<file path="src/vspc_pkg.sv">
// ============================================================================
// vspc_pkg
// Shared types and constants for the scan-out pixel converter.
// ============================================================================
package vspc_pkg;

  localparam int VRAM_ROW_WORDS = 1024;
  localparam int ROW_BITS       = $clog2(VRAM_ROW_WORDS);
  localparam int INDEX_W        = 19;
  localparam int ADDR_W         = 5;

  localparam logic [2:0] REG_OUTPUT_FORMAT     = 3'd0;
  localparam logic [2:0] REG_TRUE_COLOR_ENABLE = 3'd1;
  localparam logic [2:0] REG_CONTENT_WIDTH     = 3'd2;
  localparam logic [2:0] REG_DISPLAY_HEIGHT    = 3'd3;
  localparam logic [2:0] REG_VERTICAL_OFFSET   = 3'd4;
  localparam logic [2:0] REG_HORIZONTAL_OFFSET = 3'd5;
  localparam logic [2:0] REG_SOURCE_X          = 3'd6;
  localparam logic [2:0] REG_SOURCE_Y          = 3'd7;

  localparam logic [10:0] CONTENT_WIDTH_RST  = 11'd320;
  localparam logic [9:0]  DISPLAY_HEIGHT_RST = 10'd240;

  typedef struct packed {
    logic        output_format;
    logic        true_color_enable;
    logic [10:0] content_width;
    logic [9:0]  display_height;
    logic [8:0]  vertical_offset;
    logic [9:0]  horizontal_offset;
    logic [9:0]  source_x;
    logic [8:0]  source_y;
  } cfg_t;

  typedef struct packed {
    logic s1;
    logic s2;
    logic s3;
  } adv_t;

endpackage

</file>
<file path="src/vspc_in_if.sv">
// ============================================================================
// vspc_in_if
// Input channel: one output-surface position with its fetched pixels.
// ============================================================================
interface vspc_in_if;
  logic        valid;
  logic        ready;
  logic [8:0]  out_row;
  logic [10:0] out_col;
  logic [15:0] vram_pixel;
  logic [23:0] shadow_pixel;

  modport source (output valid, out_row, out_col, vram_pixel, shadow_pixel, input ready);
  modport sink   (input valid, out_row, out_col, vram_pixel, shadow_pixel, output ready);
endinterface

</file>
<file path="src/vspc_out_if.sv">
// ============================================================================
// vspc_out_if
// Output channel: one converted pixel with its index and shadow write-back.
// ============================================================================
interface vspc_out_if;
  logic        valid;
  logic        ready;
  logic [31:0] pixel_value;
  logic [18:0] source_index;
  logic        is_content;
  logic        shadow_write;
  logic [23:0] shadow_value;

  modport source (output valid, pixel_value, source_index, is_content, shadow_write,
                  shadow_value, input ready);
  modport sink   (input valid, pixel_value, source_index, is_content, shadow_write,
                  shadow_value, output ready);
endinterface

</file>
<file path="src/vspc_apb_regs.sv">
// ============================================================================
// vspc_apb_regs
// APB configuration register file for the scan-out pixel converter.
// ============================================================================
module vspc_apb_regs (
  input  logic                      clk,
  input  logic                      rst,
  input  logic                      psel,
  input  logic                      penable,
  input  logic                      pwrite,
  input  logic [vspc_pkg::ADDR_W-1:0] paddr,
  input  logic [31:0]               pwdata,
  output logic [31:0]               prdata,
  output logic                      pready,
  output vspc_pkg::cfg_t            cfg
);

  logic [2:0] idx;
  logic       wr;

  assign idx    = paddr[vspc_pkg::ADDR_W-1:2];
  assign pready = 1'b1;
  assign wr     = psel & penable & pwrite;

  always_ff @(posedge clk) begin
    if (rst) begin
      cfg.output_format     <= 1'b0;
      cfg.true_color_enable <= 1'b0;
      cfg.content_width     <= vspc_pkg::CONTENT_WIDTH_RST;
      cfg.display_height    <= vspc_pkg::DISPLAY_HEIGHT_RST;
      cfg.vertical_offset   <= '0;
      cfg.horizontal_offset <= '0;
      cfg.source_x          <= '0;
      cfg.source_y          <= '0;
    end else if (wr) begin
      unique case (idx)
        vspc_pkg::REG_OUTPUT_FORMAT:     cfg.output_format     <= pwdata[0];
        vspc_pkg::REG_TRUE_COLOR_ENABLE: cfg.true_color_enable <= pwdata[0];
        vspc_pkg::REG_CONTENT_WIDTH:     cfg.content_width     <= pwdata[10:0];
        vspc_pkg::REG_DISPLAY_HEIGHT:    cfg.display_height    <= pwdata[9:0];
        vspc_pkg::REG_VERTICAL_OFFSET:   cfg.vertical_offset   <= pwdata[8:0];
        vspc_pkg::REG_HORIZONTAL_OFFSET: cfg.horizontal_offset <= pwdata[9:0];
        vspc_pkg::REG_SOURCE_X:          cfg.source_x          <= pwdata[9:0];
        vspc_pkg::REG_SOURCE_Y:          cfg.source_y          <= pwdata[8:0];
        default: ;
      endcase
    end
  end

  always_comb begin
    unique case (idx)
      vspc_pkg::REG_OUTPUT_FORMAT:     prdata = {31'd0, cfg.output_format};
      vspc_pkg::REG_TRUE_COLOR_ENABLE: prdata = {31'd0, cfg.true_color_enable};
      vspc_pkg::REG_CONTENT_WIDTH:     prdata = {21'd0, cfg.content_width};
      vspc_pkg::REG_DISPLAY_HEIGHT:    prdata = {22'd0, cfg.display_height};
      vspc_pkg::REG_VERTICAL_OFFSET:   prdata = {23'd0, cfg.vertical_offset};
      vspc_pkg::REG_HORIZONTAL_OFFSET: prdata = {22'd0, cfg.horizontal_offset};
      vspc_pkg::REG_SOURCE_X:          prdata = {22'd0, cfg.source_x};
      vspc_pkg::REG_SOURCE_Y:          prdata = {23'd0, cfg.source_y};
      default:                         prdata = '0;
    endcase
  end

endmodule

</file>
<file path="src/vspc_region.sv">
// ============================================================================
// vspc_region
// Three-stage position path: region classification and video-memory index.
// ============================================================================
module vspc_region (
  input  logic                              clk,
  input  vspc_pkg::cfg_t                    cfg,
  input  vspc_pkg::adv_t                    adv,
  input  logic [8:0]                        out_row,
  input  logic [10:0]                       out_col,
  output logic                              content_s2,
  output logic                              is_content,
  output logic [vspc_pkg::INDEX_W-1:0]      source_index
);

  localparam int YW = vspc_pkg::INDEX_W - vspc_pkg::ROW_BITS;

  logic [8:0]  top;
  logic [8:0]  r1;
  logic [10:0] c1;
  logic        row_lt1;
  logic        col_lt1;
  logic [9:0]  rows;
  logic [YW-1:0] yy;
  logic [vspc_pkg::INDEX_W-1:0] index2;
  logic        content2;
  logic [vspc_pkg::INDEX_W-1:0] index_s2;

  assign top = {1'b0, cfg.vertical_offset[8:1]};

  always_ff @(posedge clk) begin
    if (adv.s1) begin
      row_lt1 <= out_row < top;
      r1      <= out_row - top;
      col_lt1 <= out_col < {1'b0, cfg.horizontal_offset};
      c1      <= out_col - {1'b0, cfg.horizontal_offset};
    end
  end

  always_comb begin
    rows     = (cfg.display_height > {1'b0, cfg.vertical_offset}) ?
               (cfg.display_height - {1'b0, cfg.vertical_offset}) : 10'd0;
    content2 = !row_lt1 && ({1'b0, r1} < rows) && !col_lt1 && (c1 < cfg.content_width);
    yy       = YW'(cfg.source_y + r1);
    index2   = {yy, {vspc_pkg::ROW_BITS{1'b0}}}
             + vspc_pkg::INDEX_W'(cfg.source_x)
             + vspc_pkg::INDEX_W'(c1);
  end

  always_ff @(posedge clk) begin
    if (adv.s2) begin
      content_s2 <= content2;
      index_s2   <= content2 ? index2 : '0;
    end
  end

  always_ff @(posedge clk) begin
    if (adv.s3) begin
      is_content   <= content_s2;
      source_index <= index_s2;
    end
  end

endmodule

</file>
<file path="src/vspc_colour.sv">
// ============================================================================
// vspc_colour
// Three-stage colour path: format conversion and shadow tolerance check.
// ============================================================================
module vspc_colour (
  input  logic           clk,
  input  vspc_pkg::cfg_t cfg,
  input  vspc_pkg::adv_t adv,
  input  logic [15:0]    vram_pixel,
  input  logic [23:0]    shadow_pixel,
  input  logic           content_s2,
  output logic [31:0]    pixel_value,
  output logic           shadow_write,
  output logic [23:0]    shadow_value
);

  logic [15:0] s1;
  logic [23:0] sh1;
  logic        mismatch;
  logic [23:0] wide;
  logic        mismatch2;
  logic [23:0] wide2;
  logic [23:0] xrgb2;
  logic [15:0] rgb2;
  logic [23:0] sh2;
  logic [31:0] pixel_value_next;
  logic        shadow_write_next;
  logic [23:0] shadow_value_next;

  function automatic logic far_apart(input logic [4:0] a, input logic [4:0] b);
    logic [5:0] ea;
    logic [5:0] eb;
    ea = {1'b0, a};
    eb = {1'b0, b};
    return (ea > eb + 6'd1) || (eb > ea + 6'd1);
  endfunction

  always_ff @(posedge clk) begin
    if (adv.s1) begin
      s1  <= vram_pixel;
      sh1 <= shadow_pixel;
    end
  end

  always_comb begin
    mismatch = far_apart(sh1[23:19], s1[4:0]) || far_apart(sh1[15:11], s1[9:5])
            || far_apart(sh1[7:3], s1[14:10]);
    wide     = {s1[4:0], s1[4:2], s1[9:5], s1[9:7], s1[14:10], s1[14:12]};
  end

  always_ff @(posedge clk) begin
    if (adv.s2) begin
      mismatch2 <= mismatch;
      wide2     <= wide;
      xrgb2     <= {s1[4:0], 3'd0, s1[9:5], 3'd0, s1[14:10], 3'd0};
      rgb2      <= {s1[4:0], s1[9:5], 1'b0, s1[14:10]};
      sh2       <= sh1;
    end
  end

  always_comb begin
    pixel_value_next  = '0;
    shadow_write_next = 1'b0;
    shadow_value_next = '0;
    if (content_s2) begin
      if (cfg.output_format) begin
        pixel_value_next = {16'd0, rgb2};
      end else if (cfg.true_color_enable) begin
        if (mismatch2) begin
          pixel_value_next  = {8'hFF, wide2};
          shadow_write_next = 1'b1;
          shadow_value_next = wide2;
        end else begin
          pixel_value_next = {8'hFF, sh2};
        end
      end else begin
        pixel_value_next = {8'hFF, xrgb2};
      end
    end
  end

  always_ff @(posedge clk) begin
    if (adv.s3) begin
      pixel_value  <= pixel_value_next;
      shadow_write <= shadow_write_next;
      shadow_value <= shadow_value_next;
    end
  end

endmodule

</file>
<file path="src/vram_scanout_pixel_converter_top.sv">
// ============================================================================
// vram_scanout_pixel_converter_top
// Scan-out pixel converter with APB configuration and valid/ready channels.
// ============================================================================
// One result is delivered for every accepted position, and a new position is
// accepted in every cycle while the output is not stalled. There are three
// register stages: the first takes the region subtractions, the second the
// region compares and the index addition together with the colour checks,
// and the third is the output register. Configuration must only be written
// while the pipeline is empty.
module vram_scanout_pixel_converter_top (
  input  logic                        clk,
  input  logic                        rst,
  vspc_in_if.sink                     in_ch,
  vspc_out_if.source                  out_ch,
  input  logic                        psel,
  input  logic                        penable,
  input  logic                        pwrite,
  input  logic [vspc_pkg::ADDR_W-1:0] paddr,
  input  logic [31:0]                 pwdata,
  output logic [31:0]                 prdata,
  output logic                        pready
);

  vspc_pkg::cfg_t cfg;
  vspc_pkg::adv_t adv;
  logic           v1;
  logic           v2;
  logic           v3;
  logic           content_s2;

  assign adv.s3      = !v3 || out_ch.ready;
  assign adv.s2      = !v2 || adv.s3;
  assign adv.s1      = !v1 || adv.s2;
  assign in_ch.ready = adv.s1;
  assign out_ch.valid = v3;

  always_ff @(posedge clk) begin
    if (rst) begin
      v1 <= 1'b0;
      v2 <= 1'b0;
      v3 <= 1'b0;
    end else begin
      if (adv.s1) v1 <= in_ch.valid;
      if (adv.s2) v2 <= v1;
      if (adv.s3) v3 <= v2;
    end
  end

  vspc_apb_regs u_regs (
    .clk     (clk),
    .rst     (rst),
    .psel    (psel),
    .penable (penable),
    .pwrite  (pwrite),
    .paddr   (paddr),
    .pwdata  (pwdata),
    .prdata  (prdata),
    .pready  (pready),
    .cfg     (cfg)
  );

  vspc_region u_region (
    .clk          (clk),
    .cfg          (cfg),
    .adv          (adv),
    .out_row      (in_ch.out_row),
    .out_col      (in_ch.out_col),
    .content_s2   (content_s2),
    .is_content   (out_ch.is_content),
    .source_index (out_ch.source_index)
  );

  vspc_colour u_colour (
    .clk          (clk),
    .cfg          (cfg),
    .adv          (adv),
    .vram_pixel   (in_ch.vram_pixel),
    .shadow_pixel (in_ch.shadow_pixel),
    .content_s2   (content_s2),
    .pixel_value  (out_ch.pixel_value),
    .shadow_write (out_ch.shadow_write),
    .shadow_value (out_ch.shadow_value)
  );

  // A shadow write-back only ever comes from a content pixel in XRGB8888 mode.
  a_write_in_content: assert property (@(posedge clk) disable iff (rst)
    out_ch.valid && out_ch.shadow_write |-> out_ch.is_content && !cfg.output_format)
    else $error("shadow write outside content or in RGB565 mode");

  // Bars and margins carry an all-zero result.
  a_black_outside: assert property (@(posedge clk) disable iff (rst)
    out_ch.valid && !out_ch.is_content |->
      out_ch.pixel_value == '0 && out_ch.source_index == '0 && out_ch.shadow_value == '0)
    else $error("non-zero result outside content");

  // With the output stage empty the pipeline can always take a transaction.
  a_ready_when_drained: assert property (@(posedge clk) disable iff (rst)
    !out_ch.valid |-> in_ch.ready)
    else $error("input stalled with empty output stage");

endmodule
</file>
<file path="src/flat_wrapper.sv">
// flat-port wrapper written by rule: the top's interface ports become plain ports
module vram_scanout_pixel_converter_top_flat 
  (clk, rst, psel, penable, pwrite, paddr, pwdata, prdata, pready, in_ch_valid, in_ch_out_row, in_ch_out_col, in_ch_vram_pixel, in_ch_shadow_pixel, in_ch_ready, out_ch_valid, out_ch_pixel_value, out_ch_source_index, out_ch_is_content, out_ch_shadow_write, out_ch_shadow_value, out_ch_ready);
  vspc_in_if in_ch_i ();
  vspc_out_if out_ch_i ();
  input  logic clk;
  input  logic rst;
  input  logic psel;
  input  logic penable;
  input  logic pwrite;
  input  logic [vspc_pkg::ADDR_W-1:0] paddr;
  input  logic [31:0] pwdata;
  output logic [31:0] prdata;
  output logic pready;
  input wire logic [$bits(in_ch_i.valid)-1:0] in_ch_valid;
  input wire logic [$bits(in_ch_i.out_row)-1:0] in_ch_out_row;
  input wire logic [$bits(in_ch_i.out_col)-1:0] in_ch_out_col;
  input wire logic [$bits(in_ch_i.vram_pixel)-1:0] in_ch_vram_pixel;
  input wire logic [$bits(in_ch_i.shadow_pixel)-1:0] in_ch_shadow_pixel;
  output wire logic [$bits(in_ch_i.ready)-1:0] in_ch_ready;
  output wire logic [$bits(out_ch_i.valid)-1:0] out_ch_valid;
  output wire logic [$bits(out_ch_i.pixel_value)-1:0] out_ch_pixel_value;
  output wire logic [$bits(out_ch_i.source_index)-1:0] out_ch_source_index;
  output wire logic [$bits(out_ch_i.is_content)-1:0] out_ch_is_content;
  output wire logic [$bits(out_ch_i.shadow_write)-1:0] out_ch_shadow_write;
  output wire logic [$bits(out_ch_i.shadow_value)-1:0] out_ch_shadow_value;
  input wire logic [$bits(out_ch_i.ready)-1:0] out_ch_ready;
  assign in_ch_i.valid = in_ch_valid;
  assign in_ch_i.out_row = in_ch_out_row;
  assign in_ch_i.out_col = in_ch_out_col;
  assign in_ch_i.vram_pixel = in_ch_vram_pixel;
  assign in_ch_i.shadow_pixel = in_ch_shadow_pixel;
  assign in_ch_ready = in_ch_i.ready;
  assign out_ch_valid = out_ch_i.valid;
  assign out_ch_pixel_value = out_ch_i.pixel_value;
  assign out_ch_source_index = out_ch_i.source_index;
  assign out_ch_is_content = out_ch_i.is_content;
  assign out_ch_shadow_write = out_ch_i.shadow_write;
  assign out_ch_shadow_value = out_ch_i.shadow_value;
  assign out_ch_i.ready = out_ch_ready;
  vram_scanout_pixel_converter_top u_core (.clk(clk), .rst(rst), .in_ch(in_ch_i), .out_ch(out_ch_i), .psel(psel), .penable(penable), .pwrite(pwrite), .paddr(paddr), .pwdata(pwdata), .prdata(prdata), .pready(pready));
endmodule
</file>
<file path="config.mk">
export PLATFORM = sky130hd
export DESIGN_NAME = vram_scanout_pixel_converter_top_flat
export DESIGN_NICKNAME = d
export VERILOG_FILES = /design/src/vspc_pkg.sv /design/src/vspc_in_if.sv /design/src/vspc_out_if.sv /design/src/vspc_apb_regs.sv /design/src/vspc_region.sv /design/src/vspc_colour.sv /design/src/vram_scanout_pixel_converter_top.sv /design/src/flat_wrapper.sv
export SDC_FILE = /design/constraint.sdc
export NUM_CORES = 1
export LEC_CHECK = 0
export BUFFER_PORTS_ARGS = -buffer_cell sky130_fd_sc_hd__buf_2
export CAP_MARGIN = 0
export CORE_MARGIN = 8
export CORE_UTILIZATION = 47
export CTS_CLUSTER_SIZE = 24
export DETAILED_ROUTE_END_ITERATION = 10
export PLACE_DENSITY = 0.71
export SYNTH_ARGS = -nofsm -noshare
export SYNTH_HDL_FRONTEND = slang
export SYNTH_SLANG_ARGS = --single-unit
export TNS_END_PERCENT = 5
</file>
<file path="constraint.sdc">
create_clock -name clk -period 3.6 [get_ports clk]
set_input_delay 0.72 -clock clk [delete_from_list [all_inputs] [get_ports clk]]
set_output_delay 0.72 -clock clk [all_outputs]
set_load 0.01 [all_outputs]
</file>
# Word-level counts from Yosys, hierarchy flattened
# Cells that the tools add are included.
# totals
inputBits	104
elab_cells	99
regBits	286
output_inout_bits	112
# op_classes
n_lt_le_gt_ge	11
n_eq_ne	7
muxes	6
n_bitwise	5
reduce_logical	28
add_sub_neg	12
# op_table
op	count
32-bit one-hot mux with 8 select lines	1
24-bit two-way mux	2
5-bit by 1-bit adder with 6-bit output (second input constant)	6
5-bit by 6-bit greater-than comparator with 1-bit output	6
19-bit by 10-bit adder with 19-bit output	1
19-bit by 11-bit adder with 19-bit output	1
16-bit two-way mux	1
2-bit AND reduction	8
3-bit == test (second input constant)	4
11-bit by 10-bit less-than comparator with 1-bit output	1
11-bit less-than comparator	1
11-bit by 10-bit subtractor with 11-bit output	1
10-bit by 9-bit greater-than comparator with 1-bit output	1
9-bit by 10-bit less-than comparator with 1-bit output	1
10-bit two-way mux	1
10-bit by 9-bit subtractor with 10-bit output	1
9-bit adder	1
9-bit by 8-bit less-than comparator with 1-bit output	1
9-bit by 8-bit subtractor with 9-bit output	1
1-bit logical OR	8
3-bit by 2-bit == test with 1-bit output (second input constant)	2
1-bit zero test	5
4-bit OR reduction	1
3-bit by 1-bit == test with 1-bit output (second input constant)	1
other kinds (7)	12

# Depth between registers and ports, before layout
# Gate-level depths: netlist of the first run.
# depth
ltp_word	6
ltp_mapped	18
depth_no_buf	17

# Modules after synthesis
# From an unflattened synthesis of the first run, not the netlist that was laid out.
# unflattened
cells_unflattened	1157
hier_area_um2	13133.8
# modules_own_cells
mod	cells_per_inst	seq_area_each_um2	n_inst	area_per_inst_um2
vspc_colour	383	3603.5	1	5337.6
vspc_region	442	1861.8	1	4573.1
vspc_apb_regs	320	1221.2	1	3114.2
vram_scanout_pixel_converter_top	12	60.1	1	108.9

# Worst setup path before layout of the first run
# OpenSTA, ideal clock, no wires.
# synth_path
path_kind	register -> register
from	register u_core.u_regs.cfg[38] (netlist name)
to	register u_core.u_region.index_s2[2] (netlist bit), data pin
t_arrival_ns	3.332
t_required_ns	3.443
path_slack_ns	0.111
period_less_slack_ns	3.489
path_stages_with_launch	19
path_buffers	1
setup_time_ns	0.157
path_cell_list	dfxtp_1 > inv_1 > ha_1 > inv_1 > fa_1 > a21o_1 > a221o_1 > a31oi_1 > a31oi_2 > nand2_1 > ha_1 > a21o_1 > a21o_1 > a21oi_1 > nor4b_1 > a211o_1 > a32oi_1 > buf_2 > nor3_1
# synth_via
elab_chain_len	6
elab_cells_between_ends	7
classes_between	1 x add/sub; 2 x order compare; 1 x mux; 3 x reduce/logical
# synth_rtl
item	line_no	text
10-bit by 9-bit subtractor with 10-bit output or 10-bit by 9-bit greater-than comparator with 1-bit output (tied branches)	vspc_region.sv:42, vspc_region.sv:41	
10-bit two-way mux *	vspc_region.sv:41	rows = (cfg.display_height > {1'b0, cfg.vertical_offset}) ?
9-bit by 10-bit less-than comparator with 1-bit output *	vspc_region.sv:43	content2 = !row_lt1 && ({1'b0, r1} < rows) && !col_lt1 && (c1 < cfg.content_width);
1-bit logical AND * (3 in series)	vspc_region.sv:43	
end signal, assigned	vspc_region.sv:53	index_s2 <= content2 ? index2 : '0;
end, declared	vspc_region.sv:27	logic [vspc_pkg::INDEX_W-1:0] index_s2;
# Every way passes the cells marked *; elsewhere a longest branch is shown, timed or not.
# A chain may end at the register's enable or synchronous reset.

# Worst setup path after layout of the first run
# layout_path
from	register u_core.u_regs.cfg[38] (netlist name)
to	register u_core.u_region.index_s2[2] (netlist bit), data pin
# layout_via
elab_chain_len	6
elab_cells_between_ends	7
classes_between	1 x add/sub; 2 x order compare; 1 x mux; 3 x reduce/logical
# layout_rtl
item	line_no
10-bit by 9-bit subtractor with 10-bit output or 10-bit by 9-bit greater-than comparator with 1-bit output (tied branches)	vspc_region.sv:42, vspc_region.sv:41
10-bit two-way mux *	vspc_region.sv:41
9-bit by 10-bit less-than comparator with 1-bit output *	vspc_region.sv:43
1-bit logical AND * (3 in series)	vspc_region.sv:43
# Marks and branches as above.

==> results of run 1 <==
[layout make-up]
class	instances	area, sq um	share of cell area, %
sequential	246	6750	44.9
clock inverter	16	115	0.765
multi-input combinational	775	5520	36.7
inverter	69	259	1.72
tap	341	427	2.84
timing repair buffer	212	1180	7.85
clock buffer	35	787	5.23
[placed cells by master (no fill, tap or decap), drive strengths merged, types with 6 or more instances in the layout]
cell type,netlist,layout
nand2b,19,19
nand2,86,86
a21oi,63,63
xnor2,30,30
inv,69,70
nor2b,41,41
o21ai,44,44
edfxtp,182,182
dfxtp,64,64
a21o,18,18
o21a,11,11
and4,6,6
clkinv,0,11
a22o,6,6
conb,2,22
nor2,99,99
a211oi,6,6
a211o,9,9
buf,45,212
xor2,26,26
a31oi,6,6
clkbuf,22,35
and2,17,17
ha,97,97
and3,8,8
mux2i,57,57
nand3,20,20
nor3,11,11
a221oi,7,7
[kinds of logic (layout without fill, tap and decap cells)]
logic type / count (synthesis) / after routing / share of synthesized area [%]
mux: 63 / 63 / 5.33
buf+inv: 136 / 332 / 5.14
compound gates: 204 / 204 / 10.4
simple gates: 328 / 328 / 12.3
fa+ha+maj: 102 / 102 / 10.3
xor+xnor: 56 / 56 / 3.83
other cells: 2 / 22 / 0.0586
flops: 246 / 246 / 52.7
[power by group through the flow]
stage	combinational, mW	sequential, mW	clock [mW]
after detailed placement	0.739	3.40	0
after global placement	0.720	3.39	0
after global routing	0.838	3.35	2.92
after floorplan	0.487	3.38	0
after CTS	0.750	3.34	2.81
final	0.752	3.34	2.74
[stage by stage]
stage               cell area (sq um)  setup WS [ns]  instances  hold WS (ns)
floorplan                       12900          0.111       1157         0.400
global placement                14100        -0.0841       1643         0.403
detailed placement              14100         -0.151       1643         0.405
CTS                             15000        -0.0380       1694         0.334
global route                    15000         -0.198       1694         0.338
finish                          15000       -0.00399       1694         0.365
[state kept, by name, indices dropped and copies added (netlist names)]
signal                        flops
u_core.u_colour.sh2              24
u_core.u_region.is_content        1
u_core.u_region.c1               11
u_core.u_colour.shadow_value     15
u_core.u_region.source_index     19
u_core.u_colour.wide2            15
u_core.u_colour.shadow_write      1
u_core.v1                         1
u_core.v2                         1
u_core.u_colour.s1               15
u_core.u_region.r1                9
u_core.u_colour.mismatch2         1
u_core.u_regs.cfg                61
u_core.u_colour.pixel_value      25
u_core.u_region.index_s2         19
u_core.u_region.col_lt1           1
u_core.u_region.row_lt1           1
u_core.out_ch.valid               1
u_core.u_colour.sh1              24
u_core.u_region.content_s2        1
[what timing repair did]
item,in CTS,in global routing
hold endpoints to repair,0,0
resized for setup,4,7
setup endpoints to repair,20,20
[final timing paths]
check                                                     to                                        from  slack (ns)
setup / recovery   u_core.u_region.index_s2[2]$_SDFFCE_PN0P_          u_core.u_regs.cfg[38]$_SDFFE_PP0P_      -0.004
hold / removal              u_core.u_colour.s1[12]$_DFFE_PP_                        in_ch_vram_pixel[12]        0.36
setup reg to reg   u_core.u_region.index_s2[2]$_SDFFCE_PN0P_          u_core.u_regs.cfg[38]$_SDFFE_PP0P_      -0.004
hold reg to reg   u_core.u_region.source_index[11]$_DFFE_PP_  u_core.u_region.index_s2[11]$_SDFFCE_PN0P_        0.42
[layer usage]
layer / GRT usage [%] / vias to the layer above
met5: 0 / -
met4: 4.95 / 0
met3: 2.95 / 44
met2: 29.1 / 265
met1: 25.3 / 4300
li1: - / 4429
==> impl_metrics.toml, run 1 <==
[run_status]
status = "finished with violations"
violations = "setup timing"

[logic_synthesis]
yosys.area.top_type = "edfxtp_1"
netlist_instances = 1137
yosys_register_bits = 246
yosys_warnings = 0
ys_types = 59
synthArstFlopShare_pct = 0
synth_commonest_cells = "edfxtp_1, nor2_1, ha_1"
yosysTopAreaCellShare_pct = 42.7
yosysMostFrequentCell = "edfxtp_1"
syn_area_per_cell_sq_um = 11.3
synth-main-ff-cell = "edfxtp_1"
synth-seq-area-share_pct = 52.7
ys_top_cells_by_area = "edfxtp_1, dfxtp_1, ha_1, mux2i_1, nor2_1"
synthesis.area_sq_mm = 0.0128
synth-edff-count = 182

[floorplanning]
io_pins = 216
rows = 60
dieArea_sq_mm = 0.0328
initial_core_util_pct = 47.6
die_y_um = 181
dieWidth_um = 181
placeableCoreArea_sq_mm = 0.0269

[global_route]
grt_usage_pct = 18.2
grt.overflow.total = 0
grt_pass1_wl_mm = 48.2
grt_pass1_vias = 8831
grt_max_degree = 62
antenna_found_initial = 0

[worst_setup_path]
critical_path_class = "flop to flop"
endpoint_kind = "flop"
critPathArrivalTime_ns = 3.88
reg2reg_depth = 20
path_cells = "inv_2 -> ha_4 -> inv_2 -> fa_2 -> a21o_1 -> a221o_1 -> a31oi_1 -> a31oi_2 -> buf_4 -> nand2_1 -> ha_1 -> a21o_1 -> a21o_1 -> a21oi_2 -> buf_4 -> o21a_1 -> a211o_1 -> a32oi_2 -> buf_12 -> nor3_1"
startpoint_type = "flop"
crit_family = "compound AO/OA/AOI/OAI gates"
cp.depth = 20
critPathRequiredTime_ns = 3.87
cpPeakStageDelay_ns = 0.33
crit_top_cell = "a21o_1"
critPathMaxFanout = 20
critical_path.slowest_cell = "fa_2"
path_buf_inv = 5

[detailed_routing]
dr_wl_met3_mm = 1.80
post-route-drc-count = 0
wirelength_mm = 30.7
top_layer_used = "met4"
routedLengthMet1_mm = 14.2
drtPass1Iterations = 6
viasPerCell = 5.34
drt_iter0_markers = 605
met2_length_mm = 14.0
vias = 9038
wl_per_cell_um = 18.1
ant_nets = 0

[sta]
fin_tns_setup_ns = -0.00399
hold_viol_final = 0
fin_skew_ns = 0.0106
max_freq_mhz = 277
period_share_pct = 100
slew_viol_final = 0
final.setup.worst_slack_ns = -0.00399
min_period_ns = 3.60
worst_pin_slew_ns = 0.846
finalSetupViolCount = 1
slew_headroom_pct = 43.6
rsz0062_at_grt = "yes"

[min_path]
hold_depth = 1
holdCritPathClass = "input port to flop"

[cts]
cts_hold_buffers = 0
htree_num_levels = 1
numCtsBuffers = 28
cts_root_buffer = "clkbuf_16"
post_cts_buffers = 0
clockBufferDepth = 3
clock-sinks = 246
cts_tree = "yes"
insertion_delay_ns = 0.53
clkTransAtPathRegs_ns = 0.06

[power_and_ir_drop]
seqPwrFrac_pct = 48.9
peakVddDrop_mv = 0.349
p_leak_nw = 6.48
switching_share_pct = 24.3
pwr-share-clk_pct = 40.1
total_power_mw = 6.83
power.switching_mw = 1.66
pwr_density_cell_mw_per_mm2 = 454
intPower_mw = 5.17
p_comb_share_pct = 11.0

[placement]
gp_congestion = 0.880
hpwl_mm = 23.5
numPortBuffers = 169

[flow_run]
drv_cap = 0

[final_layout]
diodes = 0
syn_to_final_growth_pct = 17.4
fin_nets = 1538
n_fill_cell = 2295
utilization_pct = 56.0
drive_above_1_share_pct = 20.8
Note: power is estimated with default switching activity, not from simulation.
==> inputs of run 2 (changes only) <==
--- a/config.mk
+++ b/config.mk
@@ -11,7 +11,7 @@
 export CORE_UTILIZATION = 47
 export CTS_CLUSTER_SIZE = 24
 export DETAILED_ROUTE_END_ITERATION = 10
-export PLACE_DENSITY = 0.71
+export PLACE_DENSITY = 0.69
 export SYNTH_ARGS = -nofsm -noshare
 export SYNTH_HDL_FRONTEND = slang
 export SYNTH_SLANG_ARGS = --single-unit
==> constraint.sdc (replaced) <==
create_clock -name clk -period 4.22 [get_ports clk]
set_input_delay 0.844 -clock clk [delete_from_list [all_inputs] [get_ports clk]]
set_output_delay 0.844 -clock clk [all_outputs]
set_load 0.01 [all_outputs]
==> run 2 against run 1 <==
  * Final cell count shrank 1.9%
  * Clock power shrank 14%
  * Critical endpoint unchanged
  * Sequential share of layout area grew 0.84 points
  * The run now ends clean
==> impl_metrics.toml, run 2 (synthesized netlist as in run 1, its figures left out) <==
[run_status]
status = "finished clean"

[final_layout]
regMostFlops = "u_core.u_regs.cfg"
top_regs = "u_core.u_regs.cfg: 61 flops, u_core.u_colour.pixel_value: 25 flops"
syn_to_final_growth_pct = 15.2
diodes = 0
fin_nets = 1507
multi_input_area_sq_mm = 0.00548
drive_above_1_share_pct = 18.2
seq_area_sq_mm = 0.00675
layout_common_cells = "edfxtp_1, buf_2, nor2_1"
design_area_sq_mm = 0.0148
mostFrequentLayoutCell = "edfxtp_1"
largest_register_ffs = 61
n_fill_cell = 2361

[detailed_routing]
post-route-drc-count = 0
viasPerCell = 5.31
vias = 8829
wl_per_cell_um = 18.2
drt_iter0_markers = 694
drtPass1Iterations = 5
wirelength_mm = 30.2
ant_nets = 0

[cts]
clkTransAtPathRegs_ns = 0.07
numCtsBuffers = 27
cts_hold_buffers = 0
clock-sinks = 246
cts_root_buffer = "clkbuf_16"
post_cts_buffers = 0
htree_num_levels = 1
insertion_delay_ns = 0.53
cts_resized = 0
cts_tree = "yes"
clockBufferDepth = 3

[floorplanning]
dieArea_sq_mm = 0.0328
placeableCoreArea_sq_mm = 0.0269
dieWidth_um = 181
die_y_um = 181
initial_core_util_pct = 47.6
rows = 60
io_pins = 216

[sta]
finalSetupViolCount = 0
max_freq_mhz = 256
slew_headroom_pct = 24.3
slew_viol_final = 0
fin_skew_ns = 0.00960
hold_viol_final = 0
final.setup.worst_slack_ns = 0.315
fin_tns_setup_ns = 0
min_period_ns = 3.90
rsz0062_at_grt = "no"
worst_pin_slew_ns = 1.13
period_share_pct = 92.5

[worst_setup_path]
path_cells = "inv_1 -> ha_1 -> inv_1 -> fa_1 -> a21o_1 -> a221o_1 -> a31oi_1 -> a31oi_2 -> nand2_1 -> ha_1 -> a21o_1 -> a21o_1 -> a21oi_1 -> nor4b_1 -> a211o_1 -> a32oi_1 -> buf_4 -> nor3_1"
endpoint_kind = "flop"
critPathRequiredTime_ns = 4.57
critPathArrivalTime_ns = 4.26
critical_path_class = "flop to flop"
cpPeakStageDelay_ns = 0.40
critPathMaxFanout = 20
startpoint_type = "flop"
crit_top_cell = "a21o_1"
critical_path.slowest_cell = "fa_1"

[placement]
pre_cts_ws_ns = 0.319
placed_area_sq_mm = 0.0139
numPortBuffers = 169
hpwl_mm = 23.0
gp_congestion = 0.860

[global_route]
antenna_found_initial = 0
grt.overflow.total = 0
grt_usage_pct = 17.7
grt_max_degree = 62
grt_pass1_vias = 8507
grt_pass1_wl_mm = 46.9

[power_and_ir_drop]
pwr_density_cell_mw_per_mm2 = 396
p_leak_nw = 6.30
peakVddDrop_mv = 0.294

[min_path]
holdCritPathClass = "flop to flop"

[flow_run]
drv_cap = 0
[run 2: cell types whose count changed in the layout (fill, tap and decap cells not counted), moves of 2 or more]
cell and change:
inv_1 +2, clkbuf_4 -2, inv_2 -2, dfxtp_2 -2, dfxtp_1 +2, clkinvlp_4 +4, buf_4 -29, bufinv_16 +3
clkbuf_16 -3
[run 2: critical path: cells and delay by family, from the launching register on]
kind	cells	cell delay, ns
AO/OA/AOI/OAI	9	1.64
adder cells (fa/ha/maj)	3	0.78
buffers and inverters	3	0.37
flip-flops	1	0.31
AND/OR/NAND/NOR	3	0.60
[run 2: area by class of cell]
type                            count  area share [%]
Clock inverter                     21            1.52
Sequential cell                   246            45.7
Multi-Input combinational cell    775            37.1
Timing Repair Buffer              182            6.39
Tap cell                          341            2.89
Inverter                           69            1.75
Clock buffer                       28            4.60
[run 2: power breakdown]
group          switching [mW]  total, mW  internal [mW]
Sequential             0.0980       2.85           2.75
Clock                   0.957       2.37           1.42
Combinational           0.351      0.619          0.268
[run 2: layer usage]
layer,track usage (%),wire length (um),vias to the layer above
met2,28.0,13400,276
met1,25.1,14300,4155
li1,-,-,4364
met4,4.07,565,0
met3,3.05,1860,34
met5,0,0,-
[run 2: final timing paths]
kind	start	endpoint	slack (ns)	depth (start not counted)
hold reg to reg	u_core.u_region.index_s2[7]$_SDFFCE_PN0P_	u_core.u_region.source_index[7]$_DFFE_PP_	0.42	0
hold / removal	u_core.u_region.index_s2[7]$_SDFFCE_PN0P_	u_core.u_region.source_index[7]$_DFFE_PP_	0.42	0
setup reg to reg	u_core.u_regs.cfg[38]$_SDFFE_PP0P_	u_core.u_region.index_s2[2]$_SDFFCE_PN0P_	0.32	18
setup / recovery	u_core.u_regs.cfg[38]$_SDFFE_PP0P_	u_core.u_region.index_s2[2]$_SDFFCE_PN0P_	0.32	18
[run 2: metrics by stage]
step                      instances  utilization (%)  hold slack [ns]  power [mW]
after global placement         1613             51.6            0.402        3.49
after CTS                      1662             54.9            0.419        5.89
after global routing           1662             54.9            0.424        6.06
final                          1662             54.9            0.417        5.84
after detailed placement       1613             51.6            0.405        3.51
after floorplan                1157                -            0.400        3.30
==> inputs of run 3 (changes only) <==
--- a/config.mk
+++ b/config.mk
@@ -7,6 +7,7 @@
 export LEC_CHECK = 0
 export BUFFER_PORTS_ARGS = -buffer_cell sky130_fd_sc_hd__buf_2
 export CAP_MARGIN = 0
+export CORE_ASPECT_RATIO = 1.4
 export CORE_MARGIN = 8
 export CORE_UTILIZATION = 47
 export CTS_CLUSTER_SIZE = 24
==> run 3 against run 2 <==
  * Die area is 0.23% higher
  * Design area is 0.21% higher
  * Via count hardly changed
  * Clock-buffer cell count grew 3
  * Global-route usage is 0.41 points higher
  * Non-clock buffer count unchanged
  * Final cell count grew 1.4%
  * Combinational power barely moved
  * Sequential power is essentially flat
  * Routed wire length is 0.20% lower
==> impl_metrics.toml, run 3 (synthesized netlist as in run 1, its figures left out) <==
[floorplanning]
dieArea_sq_mm = 0.0329
initial_core_util_pct = 47.7
placeableCoreArea_sq_mm = 0.0268
die_y_um = 211
rows = 71
dieWidth_um = 156
io_pins = 216

[cts]
clock-sinks = 246
clkTransAtPathRegs_ns = 0.06
htree_num_levels = 1
cts_hold_buffers = 0
insertion_delay_ns = 0.53
post_cts_buffers = 0
numCtsBuffers = 26
clockBufferDepth = 3
cts_tree = "yes"
cts_root_buffer = "clkbuf_16"
cts_resized = 0

[worst_setup_path]
reg2reg_depth = 18
rrSetupSlack_ns = 0.34
startpoint_type = "flop"
r2r-end = "u_core.u_region.index_s2[3]$_SDFFCE_PN0P_"
critPathArrivalTime_ns = 4.25
critPathRequiredTime_ns = 4.59
crit_family = "compound AO/OA/AOI/OAI gates"
cpPeakStageDelay_ns = 0.40
cp.depth = 18
endpoint_kind = "flop"
path_buf_inv = 3
critical_path.slowest_cell = "fa_1"
critical_path_class = "flop to flop"
crit_top_cell = "a21o_1"
crit_path_end = "u_core.u_region.index_s2[3]$_SDFFCE_PN0P_"
path_cells = "inv_1 -> ha_1 -> inv_1 -> fa_1 -> a21o_1 -> a221o_1 -> a31oi_1 -> a31oi_2 -> nand2_1 -> ha_1 -> a21o_1 -> a21o_1 -> a21oi_1 -> nor4b_1 -> a211o_1 -> a32oi_1 -> buf_4 -> a211oi_1"
critPathMaxFanout = 20
worstReg2RegStart = "u_core.u_regs.cfg[38]$_SDFFE_PP0P_"
crit_start = "u_core.u_regs.cfg[38]$_SDFFE_PP0P_"

[flow_run]
drv_cap = 0

[final_layout]
layout_common_cells = "edfxtp_1, buf_2, nor2_1"
final_cells = 1685
mostFrequentLayoutCell = "edfxtp_1"
largest_register_ffs = 61
regMostFlops = "u_core.u_regs.cfg"
n_fill_cell = 2402
utilization_pct = 55.1
design_area_sq_mm = 0.0148
top_regs = "u_core.u_regs.cfg: 61 flops, u_core.u_colour.pixel_value: 25 flops"
syn_to_final_growth_pct = 15.5
fin_nets = 1506
drive_above_1_share_pct = 17.8

[detailed_routing]
vias = 8833
wirelength_mm = 30.1
drtPass1Iterations = 5
drt_iter0_markers = 501
viasPerCell = 5.24
ant_nets = 0
wl_per_cell_um = 17.9
post-route-drc-count = 0

[sta]
worst_pin_slew_ns = 0.959
fin_tns_setup_ns = 0
slew_viol_final = 0
final.setup.worst_slack_ns = 0.338
finalSetupViolCount = 0
max_freq_mhz = 258
fin_skew_ns = 0.0113
period_share_pct = 92.0
slew_headroom_pct = 35.9
min_period_ns = 3.88
whs_ns = 0.415
hold_viol_final = 0
rsz0062_at_grt = "no"

[placement]
placed_area_sq_mm = 0.0139
pre_cts_ws_ns = 0.320
numPortBuffers = 169
gp_congestion = 0.839
hpwl_mm = 23.1
dp_cells = 1637

[global_route]
grt_pass1_wl_mm = 46.8
grt.overflow.total = 0
grt_max_degree = 62
grt_usage_pct = 18.1
grt_pass1_vias = 8894
antenna_found_initial = 3

[power_and_ir_drop]
pwr_density_cell_mw_per_mm2 = 396
total_power_mw = 5.86
peakVddDrop_mv = 0.365
p_leak_nw = 6.30

[min_path]
holdCritPathClass = "flop to flop"
hold_depth = 0

[run_status]
status = "finished clean"
[run 3: changes by cell type in the layout (fill, tap and decap cells not counted)]
cell,previous run,this run
bufinv_16,4,5
clkbuf_1,1,4
clkinv_1,3,4
clkinv_2,5,2
clkinv_4,1,0
clkinvlp_4,6,3
diode_2,0,1
[run 3: power by group]
group / internal, mW / switching (mW) / leakage, nW / total (mW)
clock network: 1.47 / 0.940 / 0.427 / 2.41
logic: 0.269 / 0.349 / 3.32 / 0.618
registers: 2.75 / 0.0868 / 2.56 / 2.83
total: 4.49 / 1.38 / 6.30 / 5.86
[run 3: area by class of cell]
type	count	area (sq um)	share of cell area, %
Clock inverter	16	211	1.43
Inverter	69	259	1.75
Tap cell	365	457	3.09
Timing Repair Buffer	182	943	6.38
Clock buffer	31	691	4.67
Multi-Input combinational cell	775	5480	37.0
Sequential cell	246	6750	45.6
Antenna cell	1	2.50	0.0169
[run 3: per-layer routing]
| layer | vias up | share of wire, % | track usage [%] |
|---|---|---|---|
| li1 | 4365 | - | - |
| met1 | 4170 | 37 | 18.6 |
| met2 | 230 | 53 | 34.3 |
| met3 | 64 | 5.9 | 3.69 |
| met4 | 4 | 4.5 | 8.93 |
| met5 | - | 0.086 | 0 |
[run 3: worst min path at each step]
stage,startpoint,to,slack [ns]
after detailed placement,u_core.u_colour.sh1[16]$_DFFE_PP_,u_core.u_colour.sh2[16]$_DFFE_PP_,0.41
after global routing,u_core.u_colour.sh1[8]$_DFFE_PP_,u_core.u_colour.sh2[8]$_DFFE_PP_,0.42
after global placement,u_core.u_colour.sh1[18]$_DFFE_PP_,u_core.u_colour.sh2[18]$_DFFE_PP_,0.40
after CTS,u_core.u_region.index_s2[0]$_SDFFCE_PN0P_,u_core.u_region.source_index[0]$_DFFE_PP_,0.42
after floorplan,u_core.u_colour.sh1[0]$_DFFE_PP_,u_core.u_colour.sh2[0]$_DFFE_PP_,0.40
final,u_core.u_region.index_s2[2]$_SDFFCE_PN0P_,u_core.u_region.source_index[2]$_DFFE_PP_,0.42
